<file path="src/rtl/i2c_smt_pkg.sv">
`timescale 1ns / 1ps
`default_nettype none

package i2c_smt_pkg;

  localparam logic [1:0] CMD_TICK   = 2'd0;
  localparam logic [1:0] CMD_START  = 2'd1;
  localparam logic [1:0] CMD_SUPPLY = 2'd2;
  localparam logic [1:0] CMD_STOP   = 2'd3;

  localparam logic [1:0] ERR_NONE      = 2'd0;
  localparam logic [1:0] ERR_ADDR_NACK = 2'd1;
  localparam logic [1:0] ERR_DATA_NACK = 2'd2;
  localparam logic [1:0] ERR_NO_STOP   = 2'd3;

  localparam logic [1:0] REG_LOW_TICKS   = 2'd0;
  localparam logic [1:0] REG_HIGH_TICKS  = 2'd1;
  localparam logic [1:0] REG_FAST_MODE   = 2'd2;
  localparam logic [1:0] REG_VERIFY_STOP = 2'd3;

  localparam logic [15:0] LOW_TICKS_RESET  = 16'd50;
  localparam logic [15:0] HIGH_TICKS_RESET = 16'd40;
  localparam logic [7:0]  READ_FILL        = 8'hFF;

  typedef struct packed {
    logic [1:0] command;
    logic [7:0] data_byte;
    logic [7:0] byte_count;
    logic       scl_in;
    logic       sda_in;
  } request_t;

  typedef struct packed {
    logic       scl_low;
    logic       sda_low;
    logic       busy_res;
    logic       want_byte;
    logic       read_valid;
    logic [7:0] read_byte;
    logic       done_res;
    logic [1:0] error_code;
  } result_t;

  typedef struct packed {
    logic       start;
    logic       supply;
    logic       stop;
    logic [7:0] data_byte;
    logic [7:0] byte_count;
    logic       scl_in;
    logic       sda_in;
  } tick_t;

  typedef struct packed {
    logic [15:0] low_ticks;
    logic [15:0] high_ticks;
    logic        fast_mode;
    logic        verify_stop;
  } cfg_t;

endpackage

`default_nettype wire

</file>
<file path="src/rtl/i2c_smt_front.sv">
`timescale 1ns / 1ps
`default_nettype none

module i2c_smt_front import i2c_smt_pkg::*; (
  input  wire logic     clk,
  input  wire logic     rst,
  input  wire logic     push,
  output logic          full,
  input  wire request_t request,
  output logic          tick_valid,
  input  wire logic     take,
  output tick_t         tick
);

  tick_t      q [2];
  logic       wr_ptr;
  logic       rd_ptr;
  logic [1:0] count;
  logic       accept;
  tick_t      classified;

  always_comb begin
    classified.start      = (request.command == CMD_START);
    classified.supply     = (request.command == CMD_SUPPLY);
    classified.stop       = (request.command == CMD_STOP);
    classified.data_byte  = request.data_byte;
    classified.byte_count = request.byte_count;
    classified.scl_in     = request.scl_in;
    classified.sda_in     = request.sda_in;
  end

  assign full       = (count == 2'd2);
  assign accept     = push && !full;
  assign tick_valid = (count != 2'd0);
  assign tick       = q[rd_ptr];

  always_ff @(posedge clk) begin
    if (accept) begin
      q[wr_ptr] <= classified;
    end
  end

  always_ff @(posedge clk) begin
    if (rst) begin
      wr_ptr <= 1'b0;
      rd_ptr <= 1'b0;
      count  <= 2'd0;
    end else begin
      if (accept) begin
        wr_ptr <= ~wr_ptr;
      end
      if (take) begin
        rd_ptr <= ~rd_ptr;
      end
      case ({accept, take})
        2'b10:   count <= count + 2'd1;
        2'b01:   count <= count - 2'd1;
        default: count <= count;
      endcase
    end
  end

endmodule

`default_nettype wire

</file>
<file path="src/rtl/i2c_smt_back.sv">
`timescale 1ns / 1ps
`default_nettype none

module i2c_smt_back import i2c_smt_pkg::*; #(
  parameter int TIMER_WIDTH = 16
) (
  input  wire logic  clk,
  input  wire logic  rst,
  input  wire cfg_t  cfg,
  input  wire logic  tick_valid,
  output logic       take,
  input  wire tick_t tick,
  output logic       empty,
  input  wire logic  pop,
  output result_t    result
);

  typedef enum logic [3:0] {
    PH_IDLE, PH_HELD, PH_SRISE, PH_SFREE, PH_SHOLD, PH_BLOW,
    PH_BRISE, PH_BHIGH, PH_WANT, PH_PRISE, PH_PHIGH, PH_PFREE
  } phase_t;

  phase_t                 phase, phase_next;
  logic [3:0]             bit_index, bit_index_next;
  logic [7:0]             shift_byte, shift_byte_next;
  logic [7:0]             bytes_left, bytes_left_next;
  logic [TIMER_WIDTH-1:0] tick_timer, tick_timer_next;
  logic                   in_address_byte, in_address_byte_next;
  logic                   is_write, is_write_next;
  logic [1:0]             error_store, error_store_next;

  logic [TIMER_WIDTH+15:0] low_ext, high_ext;
  logic [TIMER_WIDTH-1:0]  low_arm, high_arm, free_arm;
  logic                    expired;
  logic [7:0]              shifted;
  logic                    drive_bit;
  result_t                 step;

  result_t    q [2];
  logic       wr_ptr;
  logic       rd_ptr;
  logic [1:0] count;
  logic       retire;

  // Timer loads keep the low bits of a register; a load of zero counts as one.
  assign low_ext  = {{TIMER_WIDTH{1'b0}}, cfg.low_ticks};
  assign high_ext = {{TIMER_WIDTH{1'b0}}, cfg.high_ticks};
  assign low_arm  = (low_ext[TIMER_WIDTH-1:0] == '0) ? TIMER_WIDTH'(1)
                                                     : low_ext[TIMER_WIDTH-1:0];
  assign high_arm = (high_ext[TIMER_WIDTH-1:0] == '0) ? TIMER_WIDTH'(1)
                                                      : high_ext[TIMER_WIDTH-1:0];
  assign free_arm = cfg.fast_mode ? high_arm : low_arm;
  assign expired  = (tick_timer <= TIMER_WIDTH'(1));
  assign shifted  = {shift_byte[6:0], tick.sda_in};

  assign take   = tick_valid && (count != 2'd2);
  assign retire = pop && !empty;
  assign empty  = (count == 2'd0);
  assign result = q[rd_ptr];

  always_comb begin
    phase_next           = phase;
    bit_index_next       = bit_index;
    shift_byte_next      = shift_byte;
    bytes_left_next      = bytes_left;
    tick_timer_next      = tick_timer;
    in_address_byte_next = in_address_byte;
    is_write_next        = is_write;
    error_store_next     = error_store;
    step                 = '0;

    if (tick.start && (phase == PH_IDLE || phase == PH_HELD)) begin
      is_write_next        = ~tick.data_byte[0];
      in_address_byte_next = 1'b1;
      shift_byte_next      = tick.data_byte;
      bytes_left_next      = (tick.byte_count == 8'd0) ? 8'd1 : tick.byte_count;
      bit_index_next       = 4'd0;
      phase_next           = PH_SRISE;
    end else if (tick.supply && phase == PH_WANT) begin
      shift_byte_next = tick.data_byte;
      bit_index_next  = 4'd0;
      tick_timer_next = low_arm;
      phase_next      = PH_BLOW;
    end else if (tick.stop && (phase == PH_IDLE || phase == PH_HELD || phase == PH_WANT)) begin
      phase_next = PH_PRISE;
    end else begin
      case (phase)
        PH_SRISE: begin
          if (tick.scl_in) begin
            tick_timer_next = free_arm;
            phase_next      = PH_SFREE;
          end
        end
        PH_SFREE, PH_SHOLD, PH_PHIGH: begin
          if (!expired) begin
            tick_timer_next = tick_timer - TIMER_WIDTH'(1);
          end else if (phase == PH_SFREE) begin
            tick_timer_next = high_arm;
            phase_next      = PH_SHOLD;
          end else if (phase == PH_SHOLD) begin
            tick_timer_next = low_arm;
            phase_next      = PH_BLOW;
          end else begin
            tick_timer_next = low_arm;
            phase_next      = PH_PFREE;
          end
        end
        PH_BLOW: begin
          if (!expired) begin
            tick_timer_next = tick_timer - TIMER_WIDTH'(1);
          end else begin
            phase_next = PH_BRISE;
          end
        end
        PH_BRISE, PH_PRISE: begin
          if (tick.scl_in) begin
            tick_timer_next = high_arm;
            phase_next      = (phase == PH_BRISE) ? PH_BHIGH : PH_PHIGH;
          end
        end
        PH_BHIGH: begin
          if (!expired) begin
            tick_timer_next = tick_timer - TIMER_WIDTH'(1);
          end else if (bit_index < 4'd8) begin
            shift_byte_next = shifted;
            bit_index_next  = bit_index + 4'd1;
            if (bit_index == 4'd7 && !is_write && !in_address_byte) begin
              step.read_valid = 1'b1;
              step.read_byte  = shifted;
            end
            tick_timer_next = low_arm;
            phase_next      = PH_BLOW;
          end else if ((is_write || in_address_byte) && tick.sda_in) begin
            error_store_next = in_address_byte ? ERR_ADDR_NACK : ERR_DATA_NACK;
            phase_next       = PH_HELD;
          end else begin
            in_address_byte_next = 1'b0;
            bytes_left_next      = bytes_left - 8'd1;
            bit_index_next       = 4'd0;
            if (bytes_left == 8'd1) begin
              step.done_res = 1'b1;
              phase_next    = PH_HELD;
            end else if (is_write) begin
              phase_next = PH_WANT;
            end else begin
              shift_byte_next = READ_FILL;
              tick_timer_next = low_arm;
              phase_next      = PH_BLOW;
            end
          end
        end
        PH_PFREE: begin
          if (!expired) begin
            tick_timer_next = tick_timer - TIMER_WIDTH'(1);
          end else begin
            if (cfg.verify_stop && !(tick.scl_in && tick.sda_in)) begin
              error_store_next = ERR_NO_STOP;
            end else begin
              step.done_res = 1'b1;
            end
            phase_next = PH_IDLE;
          end
        end
        default: begin
        end
      endcase
    end

    if (bit_index_next < 4'd8) begin
      drive_bit = ~shift_byte_next[7];
    end else if (is_write_next || in_address_byte_next) begin
      drive_bit = 1'b0;
    end else begin
      drive_bit = (bytes_left_next > 8'd1);
    end

    case (phase_next)
      PH_HELD, PH_WANT: begin
        step.scl_low = 1'b1;
        step.sda_low = 1'b0;
      end
      PH_SHOLD, PH_PRISE, PH_PHIGH: begin
        step.scl_low = 1'b0;
        step.sda_low = 1'b1;
      end
      PH_BLOW: begin
        step.scl_low = 1'b1;
        step.sda_low = drive_bit;
      end
      PH_BRISE, PH_BHIGH: begin
        step.scl_low = 1'b0;
        step.sda_low = drive_bit;
      end
      default: begin
        step.scl_low = 1'b0;
        step.sda_low = 1'b0;
      end
    endcase

    step.busy_res   = (phase_next != PH_IDLE) && (phase_next != PH_HELD);
    step.want_byte  = (phase_next == PH_WANT);
    step.error_code = error_store_next;
  end

  always_ff @(posedge clk) begin
    if (rst) begin
      phase           <= PH_IDLE;
      bit_index       <= 4'd0;
      shift_byte      <= READ_FILL;
      bytes_left      <= 8'd0;
      tick_timer      <= '0;
      in_address_byte <= 1'b0;
      is_write        <= 1'b0;
      error_store     <= ERR_NONE;
    end else if (take) begin
      phase           <= phase_next;
      bit_index       <= bit_index_next;
      shift_byte      <= shift_byte_next;
      bytes_left      <= bytes_left_next;
      tick_timer      <= tick_timer_next;
      in_address_byte <= in_address_byte_next;
      is_write        <= is_write_next;
      error_store     <= error_store_next;
    end
  end

  always_ff @(posedge clk) begin
    if (take) begin
      q[wr_ptr] <= step;
    end
  end

  always_ff @(posedge clk) begin
    if (rst) begin
      wr_ptr <= 1'b0;
      rd_ptr <= 1'b0;
      count  <= 2'd0;
    end else begin
      if (take) begin
        wr_ptr <= ~wr_ptr;
      end
      if (retire) begin
        rd_ptr <= ~rd_ptr;
      end
      case ({take, retire})
        2'b10:   count <= count + 2'd1;
        2'b01:   count <= count - 2'd1;
        default: count <= count;
      endcase
    end
  end

endmodule

`default_nettype wire

</file>
<file path="src/rtl/i2c_single_master_transaction.sv">
// Single-master I2C bit engine driven one timing tick per request beat.
// Each request carries a command (tick, start, supply byte, stop), a data
// byte, a byte count and the sampled SCL and SDA levels. Every request beat
// gives exactly one result beat: the line drive for the next tick and the
// status of this tick (busy, byte wanted, byte read, done, sticky error).
// Requests enter through push/full, results leave through empty/pop.
// A request beat lands in a two-entry front queue, the bit engine takes one
// beat per cycle while the result queue has room and writes its result into
// a two-entry result queue. A request is registered in the front queue, its
// result in the result queue, and then empty falls so it can be popped.
// The sustained rate is one beat per cycle while results keep being popped.
// When the receiver stops popping, the result queue fills, the engine
// pauses, the front queue fills and full rises; nothing is lost.
// Synchronous reset empties both queues, returns the engine to idle with
// both lines released and loads the register defaults.
// Registers (APB, 32-bit words): 0x0 low_ticks, 0x4 high_ticks,
// 0x8 fast_mode, 0xC verify_stop. Write them only while the block is idle.
`timescale 1ns / 1ps
`default_nettype none

module i2c_single_master_transaction import i2c_smt_pkg::*; #(
  parameter int TIMER_WIDTH = 16
) (
  input  wire logic        clk,
  input  wire logic        rst,
  input  wire logic        push,
  output logic             full,
  input  wire request_t    request,
  output logic             empty,
  input  wire logic        pop,
  output result_t          result,
  input  wire logic        psel,
  input  wire logic        penable,
  input  wire logic        pwrite,
  input  wire logic [3:0]  paddr,
  input  wire logic [31:0] pwdata,
  output logic [31:0]      prdata,
  output logic             pready
);

  cfg_t       cfg;
  logic       tick_valid;
  logic       take;
  tick_t      tick;
  logic       cfg_write;
  logic [1:0] reg_index;

  assign pready    = 1'b1;
  assign reg_index = paddr[3:2];
  assign cfg_write = psel && penable && pwrite && pready;

  always_ff @(posedge clk) begin
    if (rst) begin
      cfg.low_ticks   <= LOW_TICKS_RESET;
      cfg.high_ticks  <= HIGH_TICKS_RESET;
      cfg.fast_mode   <= 1'b0;
      cfg.verify_stop <= 1'b0;
    end else if (cfg_write) begin
      case (reg_index)
        REG_LOW_TICKS:   cfg.low_ticks   <= pwdata[15:0];
        REG_HIGH_TICKS:  cfg.high_ticks  <= pwdata[15:0];
        REG_FAST_MODE:   cfg.fast_mode   <= pwdata[0];
        REG_VERIFY_STOP: cfg.verify_stop <= pwdata[0];
        default: begin
        end
      endcase
    end
  end

  always_comb begin
    case (reg_index)
      REG_LOW_TICKS:   prdata = {16'd0, cfg.low_ticks};
      REG_HIGH_TICKS:  prdata = {16'd0, cfg.high_ticks};
      REG_FAST_MODE:   prdata = {31'd0, cfg.fast_mode};
      REG_VERIFY_STOP: prdata = {31'd0, cfg.verify_stop};
      default:         prdata = 32'd0;
    endcase
  end

  i2c_smt_front u_front (
    .clk        (clk),
    .rst        (rst),
    .push       (push),
    .full       (full),
    .request    (request),
    .tick_valid (tick_valid),
    .take       (take),
    .tick       (tick)
  );

  i2c_smt_back #(
    .TIMER_WIDTH (TIMER_WIDTH)
  ) u_back (
    .clk        (clk),
    .rst        (rst),
    .cfg        (cfg),
    .tick_valid (tick_valid),
    .take       (take),
    .tick       (tick),
    .empty      (empty),
    .pop        (pop),
    .result     (result)
  );

endmodule

`default_nettype wire

</file>
<file path="config.mk">
export PLATFORM = sky130hd
export DESIGN_NAME = i2c_single_master_transaction
export DESIGN_NICKNAME = d
export VERILOG_FILES = /design/src/rtl/i2c_smt_pkg.sv /design/src/rtl/i2c_smt_front.sv /design/src/rtl/i2c_smt_back.sv /design/src/rtl/i2c_single_master_transaction.sv
export SDC_FILE = /design/constraint.sdc
export NUM_CORES = 1
export LEC_CHECK = 0
export ABC_CLOCK_PERIOD_IN_PS = 4900
export BUFFER_PORTS_ARGS = -buffer_cell sky130_fd_sc_hd__buf_2
export CORE_ASPECT_RATIO = 1.25
export CORE_MARGIN = 10
export CORE_UTILIZATION = 50
export DETAILED_ROUTE_END_ITERATION = 7
export PLACE_DENSITY_LB_ADDON = 0.12
export REMOVE_ABC_BUFFERS = 1
export SYNTH_ARGS = -nofsm -noshare
export SYNTH_HDL_FRONTEND = slang
export SYNTH_SLANG_ARGS = --single-unit
export TNS_END_PERCENT = 20
</file>
<file path="constraint.sdc">
create_clock -name clk -period 4.9 [get_ports clk]
set_clock_uncertainty 0.2 [all_clocks]
set_input_delay 0 -clock clk [delete_from_list [all_inputs] [get_ports clk]]
set_output_delay 0 -clock clk [all_outputs]
set_load 0.1 [all_outputs]
</file>
## Word-level counts from Yosys, hierarchy flattened

Memory sizes are Yosys's and may differ from the RTL's. A register that Yosys moved wholly into a read port is not among the register bits.
Index checks and enable logic that the tools add are counted.

| storage, ports and cells | value |
|---|---|
| memories kept | 2 |
| output and inout port bits | 51 |
| bits in writable memories | 74 |
| register bits after elaboration | 86 |
| word-level logic and storage cells | 234 |
| input bits | 63 |

| operators by class | value |
|---|---|
| multiplexer cells | 102 |
| magnitude comparators | 4 |
| reduce and logical (&&, ||, !) cells | 48 |
| bitwise operators | 7 |
| add/sub/neg operators | 7 |
| eq/ne operators | 45 |

Memory list:

| memory | depth | bits a word | read ports | clocked after Yosys merged registers in | wr ports | line | source |
|---|---|---|---|---|---|---|---|
| u_front.q | 2 | 21 | 1 | 1 | 1 | i2c_smt_front.sv:15 | `tick_t q [2];` |
| u_back.q | 2 | 16 | 1 | 1 | 1 | i2c_smt_back.sv:39 | `result_t q [2];` |

Operator list:

| kind | number |
|---|---|
| 16-bit 2-to-1 mux | 15 |
| 8-bit 2-to-1 mux | 17 |
| 32-bit one-hot mux with 4 select lines | 1 |
| 4-bit 2-to-1 mux | 23 |
| 16-bit one-hot mux with 5 select lines | 1 |
| 10-bit 2-to-1 mux | 4 |
| 4-bit by 3-bit == test with 1-bit output (second input constant) | 9 |
| 16-bit zero test | 2 |
| 4-bit == test (second input constant) | 7 |
| 9-bit 2-to-1 mux | 3 |
| 4-bit one-hot mux with 6 select lines | 1 |
| 1-bit 2-to-1 mux | 23 |
| 2-bit 2-to-1 mux | 9 |
| 16-bit by 1-bit less-or-equal comparator with 1-bit output (second input constant) | 1 |
| 16-bit by 1-bit subtractor with 16-bit output (second input constant) | 1 |
| 5-bit != test (second input constant) | 3 |
| 2-bit == test (second input constant) | 7 |
| 1-bit logical AND | 14 |
| 4-bit by 1-bit != test with 1-bit output (second input constant) | 3 |
| 2-bit one-hot mux with 2 select lines | 3 |
| 10-bit AND reduction | 1 |
| 3-bit by 1-bit != test with 1-bit output (second input constant) | 3 |
| 2-bit by 1-bit == test with 1-bit output (second input constant) | 4 |
| 4-bit by 1-bit == test with 1-bit output (second input constant) | 2 |
| other kinds (28) | 56 |

## Depth between registers and ports, before layout

| logic depth | value |
|---|---|
| word-level depth | 13 |
| gate-level depth with buffers | 11 |
| depth with buffers taken out | 9 |

## Cells and area by module

From an unflattened synthesis, not the netlist that was laid out.

| second synthesis, totals | value |
|---|---|
| cells, all modules | 912 |
| area, all modules | 8952.3 µm² |

By module, submodules not included:

| module | instances | seq. area each (µm²) | area each (µm²) | cells an instance |
|---|---|---|---|---|
| i2c_smt_back | 1 | 1941.9 | 5368.9 | 629 |
| i2c_single_master_transaction | 1 | 680.7 | 1838.0 | 190 |
| i2c_smt_front | 1 | 1361.3 | 1745.4 | 93 |

## Worst setup path after synthesis

No wires, ideal clock.

| timing path | value |
|---|---|
| path kind | reg2reg |
| from | reg u_back.tick_timer[4] |
| to | mem u_back.q[0][14] in the netlist's numbering, data pin |
| setup slack | 1.446 ns |
| required time | 4.427 ns |
| cell stages (with the launch flop) | 11 |
| path buffers | 3 |
| arrival time | 2.981 ns |
| clock period less this slack | 3.454 ns |
| path through | dfxtp_1 -> or4_1 -> buf_2 -> or4_4 -> buf_6 -> or4_4 -> buf_6 -> mux2i_1 -> a211o_1 -> o311ai_1 -> nand3_1 |

RTL lines:

| element | line | source |
|---|---|---|
| start, declared | i2c_smt_back.sv:27 | `logic [TIMER_WIDTH-1:0] tick_timer, tick_timer_next;` |
| start signal, assigned | i2c_smt_back.sv:220 | `tick_timer <= tick_timer_next;` |
| end, declared | i2c_smt_back.sv:39 |  |

==> results.txt <==
The first routing iteration left 483 violations. The analysis attributes to cell leakage a power of 3.68 nW. For this run, the slowest stage of the critical path takes 0.70 ns. The transition time at the pin with the least slew margin was 1.12 ns; the post-route fraction of the period consumed by the critical path was 76.8%.

Along the worst path, the maximum fanout reaches 17. The power density of the placed cells was 652 nW/um^2; the adder and majority cell fraction of the synthesized area was 1.18%. Entering global routing, the biggest net connects 53 pins. Counting every instance in the synthesized netlist gives 881.

STA classifies the critical path startpoint as a flip-flop. The slowest stage of the critical path is the or4_4 cell. Summing all non-filler instances in the final layout gives an area of 9760 sq um. Summing the areas of all and, or, nand and nor instances in the mapped netlist gives 18.9% of the synthesized area. The initial utilization of the core area, before any placement, comes to 51.0%. The die area is 22200 sq um, and the clock-pin slew on the worst setup and hold paths is 0.07 ns. TritonCTS built the clock tree. Post-synthesis sequential area ratio: 48.0%. Dividing the detail-routed via count by the number of cells gives 5.72. Detailed placement finished with a half-perimeter wire length of 15800 um. For this run, the top clock speed supported by timing is 0.266 GHz. The total area inside the core boundary comes to 16300 sq um. In the final layout, the share of cells above drive strength 1 is 15.7%. The first TritonRoute pass finished after 5 iterations. From left edge to right edge, the die measures 135 um. The async set or reset register ratio after synthesis is 0%. Adding up every negative setup slack in the final design gives 0 ns. The number of max-slew violations in the final report was 0. The clock tree buffer depth is 2.

For this design, the sink count on the clock tree is 162. Initial antenna violation count: 0. The cell chosen for the clock root was clkbuf_16. The worst path needs 3.77 ns of the cycle, external delays included. The final layout contains 1044 nets. The type of destination of the critical path is a flip-flop. The routed length per instance came out at 18.3 um. Compared with the post-synthesis result, the final layout area differs by 17.5%. STA puts the critical path data required time at 4.85 ns. The run gives 35300 um as the global-route wire length before repair. In this run, synthesis produced a sequential element count of 162.

The top-level port count is 114. The tools report the final count of negative-setup-slack endpoints as 0. The total placed instance area came out at 8740 sq um. The vertical die dimension is 164 um, and the multiplexer share of the synthesized area is 7.28%. The synthesized design contains 74 enable-type register cells. The total of buffers placed on input and output ports was 78; the final RePlAce weighted congestion was 0.893.

The worst hold path class is primary input to flip-flop. Setup repair after global routing left no endpoint under its margin. Yosys printed 0 warnings.

The signal on the critical path passes through or4_1 > or4_4 > or4_4 > mux2i_1 > a211o_1 > o311ai_1 > nand3_1. Counting stages on the worst path, the most repeated cell is or4_4. For the final number of hold-violating endpoints, the log shows 0. The run gives 17 as the number of buffers added by the clock tree synthesis step. The flow ran to the end, and the final reports show no timing, DRC or antenna violations. The run gives 0 as the number of nets with antenna violations after routing. The routed wire length came out at 22000 um.

The run gives 6891 as the number of global-route vias before repair. IR analysis of the VDD net gives a maximum drop of 0.462 mV. Kind of critical path: flip-flop to flip-flop. After synthesis, the largest family of logic cells by area is simple AND/OR/NAND/NOR gates. The complex-gate fraction of the synthesized area is 16.7%.

For the insertion delay of the later-clocked pin in the worst-skew pair, the log shows 0.43 ns. The synthesized netlist devotes 2.22% of its cell area to XOR and XNOR gates. Signal arrival time at the worst endpoint: 3.71 ns.

Summed over all layers, the global routing overflow is 0. Summing every instance area after synthesis gives 8300 sq um. Synthesis instantiated 70 different standard cells from the library.

Averaged over all synthesized cells, the footprint is 9.42 sq um. Leading register cell type out of synthesis: dfxtp_1. The level count of the clock H-tree is 4, and the number of maximum-capacitance constraint violations is 0. The initialized floorplan defines 52 standard-cell rows. The total inserted antenna cells was 0.

The worst pin sits at a relative slew slack of 24.7%. For the number of gates resized after CTS, the log shows 0. For this run, design rule violations remaining after detail routing come to 0.

The total routing resource utilization after global routing was 19.7%; the total vias in the final route was 6883.
state kept, by name, summed over array words and instances, names as in the netlist, 2 cells and up, named ones only:
signal,count
u_front.q,42
cfg,34
u_back.q,32
u_back.tick_timer,16
u_back.bytes_left,8
u_back.shift_byte,8
u_back.bit_index,4
u_back.phase,4
u_back.count,2
u_back.error_store,2
u_front.count,2
cell usage in the layout (no fill, tap or decap), types with 7 or more instances in the layout:
cell type      synthesis  layout
nand2b_1               7       7
a22oi_1               13      13
edfxtp_1              74      74
nor3_1                24      24
o221ai_1              11      11
nand3_1               16      16
a211o_1               10      10
a21oi_1               60      60
buf_4                 17      10
inv_1                 28      28
a211oi_1              17      17
or4_1                  9       9
ha_1                   7       7
mux2_2                17      17
buf_2                  3      78
conb_1                 2      17
xnor2_1               13      13
dlygate4sd3_1          0      44
or3_1                 12      12
nor4_1                18      18
o21ai_0               30      30
nor2_1                76      75
dfxtp_1               88      88
and2_1                13      13
o22ai_1                8       7
clkbuf_16              0      17
mux2i_1               39      39
xor2_1                 8       8
nand2_1              114     114
Yosys cell counts, types with 4 or more instances:
library cell  number  area [sq um]
o21ai_0           30           150
o221ai_1          11          96.3
buf_1              4          15.0
or4_1              9          67.6
edfxtp_1          74          2220
mux2i_1           39           390
nor3_1            24           120
nand4_1            4          25.0
a31oi_1            6          37.5
a21o_1             4          30.0
xnor2_1           13           114
mux2_2            17           191
nand2b_1           7          43.8
nor3b_1            5          37.5
a21oi_1           60           300
o22ai_1            8          50.1
nor4_1            18           113
nor2b_1            6          37.5
xor2_1             8          70.1
a22oi_1           13          97.6
ha_1               7          87.6
a211o_1           10          87.6
nand3_1           16          80.1
and2_1            13          81.3
nand2_1          114           428
o21bai_1           4          30.0
clkbuf_1          46           173
o211ai_1           6          45.0
inv_1             28           105
dfxtp_1           88          1760
buf_4             17           128
nor2_1            76           285
o31ai_1            4          30.0
or3_1             12          75.1
or2_2              5          31.3
a211oi_1          17           128
metrics by stage:
step	hold WS, ns	util (%)	std cells	power [mW]	setup WS, ns
6_report	0.0464	60.0	1203	6.36	1.13
5_1_grt	0.0661	60.0	1203	6.72	1.08
4_1_cts	0.0254	60.0	1203	6.40	1.14
3_5_place_dp	-0.00817	53.7	1127	5.04	1.17
3_3_place_gp	-0.0119	53.7	1127	4.97	1.20
2_1_floorplan	-0.131	-	823	4.28	1.38
cells by family (layout without fill, tap and decap cells):
| logic type | after synthesis | in the layout |
|---|---|---|
| multiplexers | 57 | 57 |
| XOR/XNOR | 21 | 21 |
| adder cells (fa/ha/maj) | 8 | 8 |
| AND/OR/NAND/NOR | 325 | 325 |
| flip-flops | 162 | 162 |
| other | 2 | 17 |
| AO/OA/AOI/OAI | 205 | 205 |
| buffers and inverters | 101 | 192 |
repair_timing:
action	CTS	global route
hold buffers	44	0
setup buffers	0	0
endpoints found under the setup margin	0	0
endpoints found under the hold margin	102	0
final cells by class:
class / count / area (sq um)
fillers: 1396 / 6510
clock inverters: 13 / 143
multi-input cells: 633 / 3920
clock buffers: 19 / 433
inverters: 28 / 105
repair buffers: 132 / 906
flip-flops and latches: 162 / 3980
well taps: 216 / 270
layer usage:
layer	GRT usage (%)	up-vias	wire [um]
met5	0	-	0
met2	37.3	164	12000
met3	4.43	29	981
met1	20.9	3309	8660
met4	6.86	0	402
li1	-	3381	-
worst paths after layout:
kind	start	end	slack [ns]	depth (start not counted)
worst min register to register	cfg[2]	cfg[2]	0.29	2
worst min-delay path	paddr[2]	cfg[0]	0.05	4
worst max register to register	u_back.tick_timer[4]	u_back.q[1][14]	1.13	7
worst max-delay path	u_back.tick_timer[4]	u_back.q[1][14]	1.13	7
where the power goes:
group / switching, mW / internal [mW] / total (mW)
clock network: 0.587 / 0.721 / 1.31
logic: 2.16 / 0.926 / 3.08
registers: 0.231 / 1.74 / 1.97
total: 2.97 / 3.39 / 6.36
critical path, delay by kind of cell, from the launching register on:
family	cells	cell delay [ns]
muxes	1	0.15
AOI/OAI and AO/OA	2	0.59
and+or+nand+nor	4	2.18
DFF	1	0.36
Power figures use the tool's default switching activity.
